## config.mk

```make
export PLATFORM = sky130hd
export DESIGN_NAME = rgb_to_hsv_converter
export DESIGN_NICKNAME = d
export VERILOG_FILES = /design/src/rtl/rhc_pkg.sv /design/src/rtl/rhc_front.sv /design/src/rtl/rhc_div_cell.sv /design/src/rtl/rgb_to_hsv_converter.sv
export SDC_FILE = /design/constraint.sdc
export NUM_CORES = 2
export LEC_CHECK = 0
export CORE_ASPECT_RATIO = 0.75
export CORE_MARGIN = 1.5
export CORE_UTILIZATION = 44
export DETAILED_ROUTE_END_ITERATION = 8
export DONT_BUFFER_PORTS = 1
export PLACE_DENSITY = 0.64
export SYNTH_ARGS = -nofsm -noshare
export SYNTH_HDL_FRONTEND = slang
export SYNTH_HIERARCHICAL = 1
export SYNTH_SLANG_ARGS = --single-unit
```

## constraint.sdc

```tcl
create_clock -name i_clk -period 6.85 [get_ports i_clk]
set_clock_uncertainty 0.05 [all_clocks]
set_input_delay 0.685 -clock i_clk [delete_from_list [all_inputs] [get_ports i_clk]]
set_output_delay 0.685 -clock i_clk [all_outputs]
set_load 0.02 [all_outputs]
```

## src/rtl/rhc_pkg.sv

```systemverilog
// rhc_pkg: shared widths, sector codes and the record passed along the
// divider cells of the rgb to hsv converter
// no dependencies
package rhc_pkg;

    localparam int unsigned CHAN_W    = 16;  // input channels, value, range
    localparam int unsigned HUE_Q_W   = 9;   // hue quotient, 0 to 359
    localparam int unsigned SAT_Q_W   = 16;  // saturation quotient
    localparam int unsigned NUM_W     = 19;  // hue numerator, below 6 * range
    localparam int unsigned HREM_W    = 25;  // 60 * numerator, below 360 * range
    localparam int unsigned SREM_W    = 32;  // 65535 * range
    localparam int unsigned NUM_CELLS = SAT_Q_W;

    // sector of the largest channel
    typedef enum logic [1:0] {
        SEL_RED,
        SEL_GREEN,
        SEL_BLUE
    } t_sel;

    // payload handed from one divider cell to the next
    typedef struct packed {
        logic                grey;
        logic [CHAN_W-1:0]   range;
        logic [CHAN_W-1:0]   brightness;
        logic [HREM_W-1:0]   hue_rem;
        logic [HUE_Q_W-1:0]  hue_q;
        logic [SREM_W-1:0]   sat_rem;
        logic [SAT_Q_W-1:0]  sat_q;
    } t_cell_data;

endpackage

```

## src/rtl/rhc_front.sv

```systemverilog
// rhc_front: three-stage front end, max/min search, hue numerator and the
// two dividends for the divider cell chain
// depends on rhc_pkg
module rhc_front import rhc_pkg::*; (
    input  logic              i_clk,
    input  logic              i_rst_n,
    input  logic              i_valid,
    input  logic [CHAN_W-1:0] i_red,
    input  logic [CHAN_W-1:0] i_green,
    input  logic [CHAN_W-1:0] i_blue,
    output logic              o_valid,
    output t_cell_data        o_data
);

    // stage 1 registers
    logic              r_s1_valid;
    logic [CHAN_W-1:0] r_s1_red, r_s1_green, r_s1_blue, r_s1_hi, r_s1_range;
    t_sel              r_s1_sel;
    logic [CHAN_W-1:0] n_s1_hi, n_s1_lo;
    t_sel              n_s1_sel;

    // stage 2 registers
    logic              r_s2_valid;
    logic [NUM_W-1:0]  r_s2_num;
    logic [CHAN_W-1:0] r_s2_range, r_s2_hi;
    logic              r_s2_grey;
    logic [NUM_W-1:0]  n_s2_num;

    // stage 3 registers
    logic              r_s3_valid;
    t_cell_data        r_s3_data;
    t_cell_data        n_s3_data;

    // max and min with red over green over blue on ties
    always_comb begin
        n_s1_hi  = i_red;
        n_s1_lo  = i_green;
        n_s1_sel = SEL_RED;
        if (n_s1_hi < i_green) begin
            n_s1_hi  = i_green;
            n_s1_lo  = i_red;
            n_s1_sel = SEL_GREEN;
        end
        if (n_s1_hi < i_blue) begin
            n_s1_hi  = i_blue;
            n_s1_sel = SEL_BLUE;
        end
        if (n_s1_lo > i_blue) begin
            n_s1_lo = i_blue;
        end
    end

    // numerator in units of range, always non-negative
    always_comb begin
        logic [NUM_W:0] w_rng;
        logic [NUM_W:0] w_diff;
        logic [NUM_W:0] w_sum;
        w_rng    = (NUM_W+1)'(r_s1_range);
        w_diff   = '0;
        w_sum    = '0;
        n_s2_num = '0;
        case (r_s1_sel)
            SEL_RED: begin
                w_diff   = (NUM_W+1)'(r_s1_green) - (NUM_W+1)'(r_s1_blue);
                w_sum    = w_diff + (w_rng << 2) + (w_rng << 1);
                n_s2_num = w_diff[NUM_W] ? w_sum[NUM_W-1:0] : w_diff[NUM_W-1:0];
            end
            SEL_GREEN: begin
                w_sum    = (w_rng << 1) + (NUM_W+1)'(r_s1_blue) - (NUM_W+1)'(r_s1_red);
                n_s2_num = w_sum[NUM_W-1:0];
            end
            SEL_BLUE: begin
                w_sum    = (w_rng << 2) + (NUM_W+1)'(r_s1_red) - (NUM_W+1)'(r_s1_green);
                n_s2_num = w_sum[NUM_W-1:0];
            end
            default: begin
                n_s2_num = '0;
            end
        endcase
    end

    // times 60 and times 65535 as shift and subtract
    always_comb begin
        n_s3_data            = '0;
        n_s3_data.grey       = r_s2_grey;
        n_s3_data.range      = r_s2_range;
        n_s3_data.brightness = r_s2_hi;
        n_s3_data.hue_rem    = (HREM_W'(r_s2_num) << 6) - (HREM_W'(r_s2_num) << 2);
        n_s3_data.sat_rem    = (SREM_W'(r_s2_range) << CHAN_W) - SREM_W'(r_s2_range);
    end

    always_ff @(posedge i_clk) begin
        if (!i_rst_n) begin
            r_s1_valid <= 1'b0;
            r_s2_valid <= 1'b0;
            r_s3_valid <= 1'b0;
        end else begin
            r_s1_valid <= i_valid;
            r_s2_valid <= r_s1_valid;
            r_s3_valid <= r_s2_valid;
        end
    end

    always_ff @(posedge i_clk) begin
        r_s1_red   <= i_red;
        r_s1_green <= i_green;
        r_s1_blue  <= i_blue;
        r_s1_hi    <= n_s1_hi;
        r_s1_sel   <= n_s1_sel;
        r_s1_range <= n_s1_hi - n_s1_lo;
        r_s2_num   <= n_s2_num;
        r_s2_range <= r_s1_range;
        r_s2_hi    <= r_s1_hi;
        r_s2_grey  <= (r_s1_range == '0);
        r_s3_data  <= n_s3_data;
    end

    assign o_valid = r_s3_valid;
    assign o_data  = r_s3_data;

endmodule

```

## src/rtl/rhc_div_cell.sv

```systemverilog
// rhc_div_cell: one restoring division step for saturation and, in the low
// cells, for hue; registered, hands its record to the next cell
// depends on rhc_pkg
module rhc_div_cell import rhc_pkg::*; #(
    parameter int unsigned BIT = 0
) (
    input  logic       i_clk,
    input  logic       i_rst_n,
    input  logic       i_valid,
    input  t_cell_data i_data,
    output logic       o_valid,
    output t_cell_data o_data
);

    logic               r_valid;
    t_cell_data         r_data;
    t_cell_data         n_data;
    logic [HREM_W-1:0]  w_hue_rem;
    logic [HUE_Q_W-1:0] w_hue_q;

    // hue quotient has fewer bits, the upper cells just pass it on
    generate
        if (BIT < HUE_Q_W) begin : g_hue_step
            always_comb begin
                logic [HREM_W-1:0] w_sh;
                logic              w_bit;
                w_sh      = HREM_W'(i_data.range) << BIT;
                w_bit     = (i_data.hue_rem >= w_sh);
                w_hue_rem = w_bit ? (i_data.hue_rem - w_sh) : i_data.hue_rem;
                w_hue_q   = {i_data.hue_q[HUE_Q_W-2:0], w_bit};
            end
        end else begin : g_hue_pass
            assign w_hue_rem = i_data.hue_rem;
            assign w_hue_q   = i_data.hue_q;
        end
    endgenerate

    always_comb begin
        logic [SREM_W-1:0] w_sh;
        logic              w_bit;
        w_sh           = SREM_W'(i_data.brightness) << BIT;
        w_bit          = (i_data.sat_rem >= w_sh);
        n_data         = i_data;
        n_data.sat_rem = w_bit ? (i_data.sat_rem - w_sh) : i_data.sat_rem;
        n_data.sat_q   = {i_data.sat_q[SAT_Q_W-2:0], w_bit};
        n_data.hue_rem = w_hue_rem;
        n_data.hue_q   = w_hue_q;
    end

    always_ff @(posedge i_clk) begin
        if (!i_rst_n) begin
            r_valid <= 1'b0;
        end else begin
            r_valid <= i_valid;
        end
    end

    always_ff @(posedge i_clk) begin
        r_data <= n_data;
    end

    assign o_valid = r_valid;
    assign o_data  = r_data;

endmodule

```

## src/rtl/rgb_to_hsv_converter.sv

```systemverilog
// rgb_to_hsv_converter: top level, front end, chain of divider cells and
// the output register
// depends on rhc_pkg, rhc_front, rhc_div_cell
//
// One pixel goes in per transaction: drive i_red, i_green, i_blue with start
// high; the pixel is taken at that clock edge. busy is always low, so a new
// pixel may be started in every cycle and the block sustains one pixel per
// clock.
// Each result shows on o_hue, o_saturation and o_brightness for exactly one
// cycle with o_valid high, after it has passed through three front-end
// stages (max/min, hue numerator, dividends), sixteen divider cells that each
// resolve one saturation quotient bit, the low cells also one hue bit, and the
// output register, the first stage loading at the edge that takes the pixel.
// Results leave in the order pixels came in. The receiver cannot stall the
// block and must take each result in the cycle it is shown.
// A grey pixel gives hue 0 and saturation 0.
// Synchronous reset clears every valid flag in the pipeline; pixels in
// flight are dropped and no result appears until a new pixel is started.
module rgb_to_hsv_converter import rhc_pkg::*; (
    input  logic               i_clk,
    input  logic               i_rst_n,
    input  logic               start,
    output logic               busy,
    input  logic [CHAN_W-1:0]  i_red,
    input  logic [CHAN_W-1:0]  i_green,
    input  logic [CHAN_W-1:0]  i_blue,
    output logic               o_valid,
    output logic [HUE_Q_W-1:0] o_hue,
    output logic [SAT_Q_W-1:0] o_saturation,
    output logic [CHAN_W-1:0]  o_brightness
);

    logic               w_accept;
    logic               w_valid [0:NUM_CELLS];
    t_cell_data         w_data  [0:NUM_CELLS];

    logic               r_valid;
    logic [HUE_Q_W-1:0] r_hue;
    logic [SAT_Q_W-1:0] r_sat;
    logic [CHAN_W-1:0]  r_bright;

    assign busy     = 1'b0;
    assign w_accept = start & ~busy;

    rhc_front u_front (
        .i_clk   (i_clk),
        .i_rst_n (i_rst_n),
        .i_valid (w_accept),
        .i_red   (i_red),
        .i_green (i_green),
        .i_blue  (i_blue),
        .o_valid (w_valid[0]),
        .o_data  (w_data[0])
    );

    // most significant quotient bit first
    genvar k;
    generate
        for (k = 0; k < NUM_CELLS; k++) begin : g_cell
            rhc_div_cell #(
                .BIT (NUM_CELLS - 1 - k)
            ) u_cell (
                .i_clk   (i_clk),
                .i_rst_n (i_rst_n),
                .i_valid (w_valid[k]),
                .i_data  (w_data[k]),
                .o_valid (w_valid[k+1]),
                .o_data  (w_data[k+1])
            );
        end
    endgenerate

    always_ff @(posedge i_clk) begin
        if (!i_rst_n) begin
            r_valid <= 1'b0;
        end else begin
            r_valid <= w_valid[NUM_CELLS];
        end
    end

    // divide by zero on grey pixels, force both to zero
    always_ff @(posedge i_clk) begin
        r_hue    <= w_data[NUM_CELLS].grey ? '0 : w_data[NUM_CELLS].hue_q;
        r_sat    <= w_data[NUM_CELLS].grey ? '0 : w_data[NUM_CELLS].sat_q;
        r_bright <= w_data[NUM_CELLS].brightness;
    end

    assign o_valid      = r_valid;
    assign o_hue        = r_hue;
    assign o_saturation = r_sat;
    assign o_brightness = r_bright;

endmodule
```

### Yosys cells after proc, flatten, opt, wreduce, memory -nomap -nowiden

Cells that the tools add are included.

| storage, ports and cells | value |
|---|---|
| bits in registers | 1,833 |
| bits of input ports | 51 |
| output and inout bits | 43 |
| word-level logic and storage cells | 235 |

| cells by class | value |
|---|---|
| add/sub/neg operators | 33 |
| magnitude comparators | 28 |
| equality and inequality tests | 2 |
| muxes and demuxes | 30 |
| reductions and logical operators | 2 |

Operators by type and width:

| cell | count |
|---|---|
| $mux W32 | 15 |
| $mux W25 | 8 |
| $mux W16 | 4 |
| $pmux W19 S3 | 1 |
| $sub A25 B21 Y25 | 2 |
| $sub A19 B16 Y19 | 2 |
| $ge A32 B16 Y1 | 1 |
| $ge A32 B17 Y1 | 1 |
| $ge A32 B18 Y1 | 1 |
| $ge A32 B19 Y1 | 1 |
| $ge A32 B20 Y1 | 1 |
| $ge A32 B21 Y1 | 1 |
| $ge A32 B22 Y1 | 1 |
| $ge A32 B23 Y1 | 1 |
| $ge A32 B24 Y1 | 1 |
| $ge A32 B25 Y1 | 1 |
| $ge A32 B26 Y1 | 1 |
| $ge A32 B27 Y1 | 1 |
| $ge A32 B28 Y1 | 1 |
| $ge A32 B29 Y1 | 1 |
| $ge A32 B30 Y1 | 1 |
| $ge A32 B31 Y1 | 1 |
| $lt A16 B16 Y1 | 2 |
| $sub A32 B16 Y32 | 1 |
| 44 further kinds | 44 |

### Logic depth before layout (Yosys ltp)

| depth | value |
|---|---|
| depth in word-level cells | 5 |
| mapped depth | 35 |

### Cells and area by module

The synthesis kept the hierarchy.

By module, submodules not included:

| module | instances | cells each | area an instance (um2) |
|---|---|---|---|
| rhc_front | 1 | 1,430 | 13,275.2 |
| rhc_div_cell at g_cell[15].u_cell | 1 | 530 | 5,059.9 |
| rhc_div_cell at g_cell[13].u_cell | 1 | 538 | 5,034.8 |
| rhc_div_cell at g_cell[14].u_cell | 1 | 518 | 4,954.8 |
| rhc_div_cell at g_cell[12].u_cell | 1 | 512 | 4,892.2 |
| rhc_div_cell at g_cell[8].u_cell | 1 | 470 | 4,820.9 |
| rhc_div_cell at g_cell[10].u_cell | 1 | 481 | 4,793.3 |
| rhc_div_cell at g_cell[9].u_cell | 1 | 504 | 4,764.6 |
| rhc_div_cell at g_cell[11].u_cell | 1 | 480 | 4,702.0 |
| rhc_div_cell at g_cell[7].u_cell | 1 | 455 | 4,654.5 |
| rhc_div_cell at g_cell[6].u_cell | 1 | 317 | 3,666.0 |
| rhc_div_cell at g_cell[0].u_cell | 1 | 296 | 3,601.0 |
| rhc_div_cell at g_cell[3].u_cell | 1 | 311 | 3,599.7 |
| rhc_div_cell at g_cell[5].u_cell | 1 | 298 | 3,574.7 |
| 4 more rows | -- | -- | -- |

### Least setup slack after synthesis

Ideal clock, no wire load.

| path | value |
|---|---|
| path kind | input to register |
| start point | input port i_green[5] |
| end point | register u_front.r_s1_range[14] |
| setup time | 72 ps |
| data arrival time | 7,155 ps |
| required time | 6,728 ps |
| slack | -427 ps |
| cell stages on the path | 35 |
| path buffers | 5 |
| cells stage by stage | inv_1 ha_1 a21o_1 a221oi_2 o21ai_1 a311o_1 nor2_1 buf_2 buf_2 clkbuf_1 nand2_1 o21ai_0 ha_1 nand4_1 or2_2 nor4_1 inv_1 a22oi_1 buf_1 buf_1 nor2_1 a21oi_1 ha_1 inv_1 fa_1 a21o_1 a21oi_1 o21bai_1 a21oi_1 o21bai_1 a21oi_1 a21boi_0 a21o_1 a21oi_1 xnor2_1 |

| between the ends | value |
|---|---|
| word-level cells in the longest chain between the ends | 5 |
| elaborated cells between the ends (all ways) | 8 |
| classes of those cells | 1 x add/sub; 3 x order compare; 4 x mux |

Ends and longest elaborated chain:

| what | RTL line | text |
|---|---|---|
| from (decl) | rgb_to_hsv_converter.sv:25 | `input logic [CHAN_W-1:0] i_green,` |
| $lt A16 B16 Y1 | rhc_front.sv:39 | `if (n_s1_hi < i_green) begin` |
| $mux W16 | rhc_front.sv:39 |  |
| $lt A16 B16 Y1 or $gt A16 B16 Y1 (tied branches) | rhc_front.sv:44, rhc_front.sv:48 |  |
| $mux W16, on equally long branches | rhc_front.sv:44, rhc_front.sv:48 |  |
| $sub A16 B16 Y16 * | rhc_front.sv:110 | `r_s1_range <= n_s1_hi - n_s1_lo;` |
| to (signal assigned) | rhc_front.sv:110 |  |
| to (decl) | rhc_front.sv:17 | `logic [CHAN_W-1:0] r_s1_red, r_s1_green, r_s1_blue, r_s1_hi, r_s1_range;` |

Mark *: on every way between the ends. The rest lies on a longest branch, timed or not.
A chain may end at the register's enable or synchronous reset.

### Worst setup path in the final report

Same ends and word-level chain as after synthesis.

==> impl_metrics.yaml <==
detailed_routing:
  drtPass1Iterations: 6
  drt-initial-drc-count: 3056
  routed_via_density: 5.110
  wirelength_mm: 163.8
  post-route-drc-count: 0
  vias: 51260
  antenna_left: 0
  routedWlPerCell_um: 16.33
global_routing:
  use_met3_pct: 2.997
  grt_max_degree: 38
  gr-usage-met2_pct: 29.27
  top_usage_layer: "met2"
  grtUsageMet1_pct: 26.10
  grt_pass1_vias: 50420
  grt.total_usage_pct: 18.61
  antenna_found_initial: 0
  grt_pass1_wl_mm: 264.4
  overflow: 0
cells_and_area:
  area_growth_pct: 12.09
  final_common_cell: "dfxtp_1"
  largest_register_ffs: 1548
  nNetsFinal: 8311
  mostFrequentLayoutCells: "dfxtp_1 (1829), inv_1 (720), ha_1 (557), a21oi_1 (493), nand2_1 (470)"
  antenna_cells: 0
  design_area_mm2: 0.08432
  drive_above_1_share_pct: 8.096
  fillers: 15380
sta:
  hold_viol: 0
  min_period_over_period_pct: 90.49
  tightest_slew_ps: 1121
  setup_viol: 0
  clock.fmax_ghz: 0.1613
  drv_slew: 0
  slew_headroom_pct: 25.08
  rsz0062_at_grt: "false"
  finalCriticalPeriod_ps: 6198
setup_path:
  r2r_start: "u_front/r_s1_green[0]"
  start_kind: "input pin"
  r2r_cells: 24
  slowest_stage: "a311o_1"
  cp_max_fo: 14
  critPathCapture: "u_front/r_s1_range[14]"
  arrival_ps: 6880
  crit_type: "input pin to flop"
  rrSetupSlack_ps: 1720
  worstPathRequired_ps: 7530
  cp_common_cell: "a21o_1"
  startpoint: "i_green[5]"
  cpPeakStageDelay_ps: 450
  r2r-end: "u_front/r_s2_num[18]"
  endpoint_kind: "flop"
place:
  io_buffers: 0
  dp_hpwl_mm: 126.1
  placed_area_mm2: 0.07755
  gp_congestion: 0.9257
floorplan:
  dieHeight_um: 361.1
  core_region_area_mm2: 0.1700
  fp.dieW_um: 480.5
  die-area_mm2: 0.1735
  io_pins: 94
  placementRows: 131
  initial_utilization_pct: 44.26
synthesis:
  syn_area_mm2: 0.07523
  syn-instance-count: 7517
  yosysWarnings: 6
  avgSynthCellArea_um2: 10.01
clocking:
  cts_root_buffer: "clkbuf_16"
  ctsHtreeMaxLevel: 4
  clkTransAtPathRegs_ps: 60
  cts_tree: "done"
  numClockSinks: 1830
  numCtsBuffers: 174
  clk_latency_ps: 810
  post_cts_buffers: 0
  cts_buffer_depth: 3
hold_path:
  holdPathStages: 2
  hp-class: "input pin to flop"
run_status:
  status: "finished, final reports clean"
flow_run:
  maxCapViolations: 0
==> through the flow <==
stage	utilization [%]	worst slack (ps)	hold WS, ps	TNS, ps	instances
2_1_floorplan	-	72.35	259.6	0	7518
3_3_place_gp	45.62	-141.7	259.7	-193.6	9664
3_5_place_dp	45.62	-145.0	262.1	-177.7	9664
4_1_cts	49.61	724.0	5.086	0	10030
5_1_grt	49.61	250.6	39.27	0	10030
6_report	49.61	651.6	82.80	0	10030
==> cell type report <==
type	instances	area [um^2]	share of cell area, %
Sequential cell	1830	36640	43.45
Multi-Input combinational cell	4783	34850	41.33
Clock buffer	230	4897	5.808
Tap cell	2261	2829	3.355
Inverter	728	2743	3.252
Clock inverter	86	1378	1.634
Timing Repair Buffer	112	991.0	1.175
==> worst min-delay path by stage <==
stage                                               to                   startpoint  slack [ps]
after CTS                          u_front/r_s1_hi[10]                   i_blue[10]           5
final                              u_front/r_s1_hi[10]                   i_blue[10]          80
after detailed placement   g_cell[0].u_cell/o_data[59]           u_front/o_data[59]         260
after floorplan           g_cell[0].u_cell/o_data[100]          u_front/o_data[100]         260
after global placement     g_cell[3].u_cell/o_data[81]  g_cell[2].u_cell/o_data[81]         260
after global routing               u_front/r_s1_hi[10]                   i_blue[10]          40
==> layer usage <==
metal / vias to the layer above / wire length, um
li1: 26190 / -
met1: 23720 / 81890
met2: 1086 / 70500
met3: 257 / 7327
met4: 0 / 4074
met5: - / 0
==> repair_timing <==
item	CTS	global route
endpoints found under the hold margin	69	0
hold buffers	50	0
gates resized for setup	0	0
==> worst max-delay path, delay by kind of cell <==
| kind | cells | cell delay (ps) |
|---|---|---|
| buf+inv | 5 | 650 |
| mux | 1 | 380 |
| xor+xnor | 1 | 140 |
| simple gates | 1 | 130 |
| fa+ha+maj | 4 | 1250 |
| compound gates | 21 | 3610 |
Power is left out: the tool's default activity adds up to more than one toggle a clock period on the data nets, which glitch-free logic cannot reach.
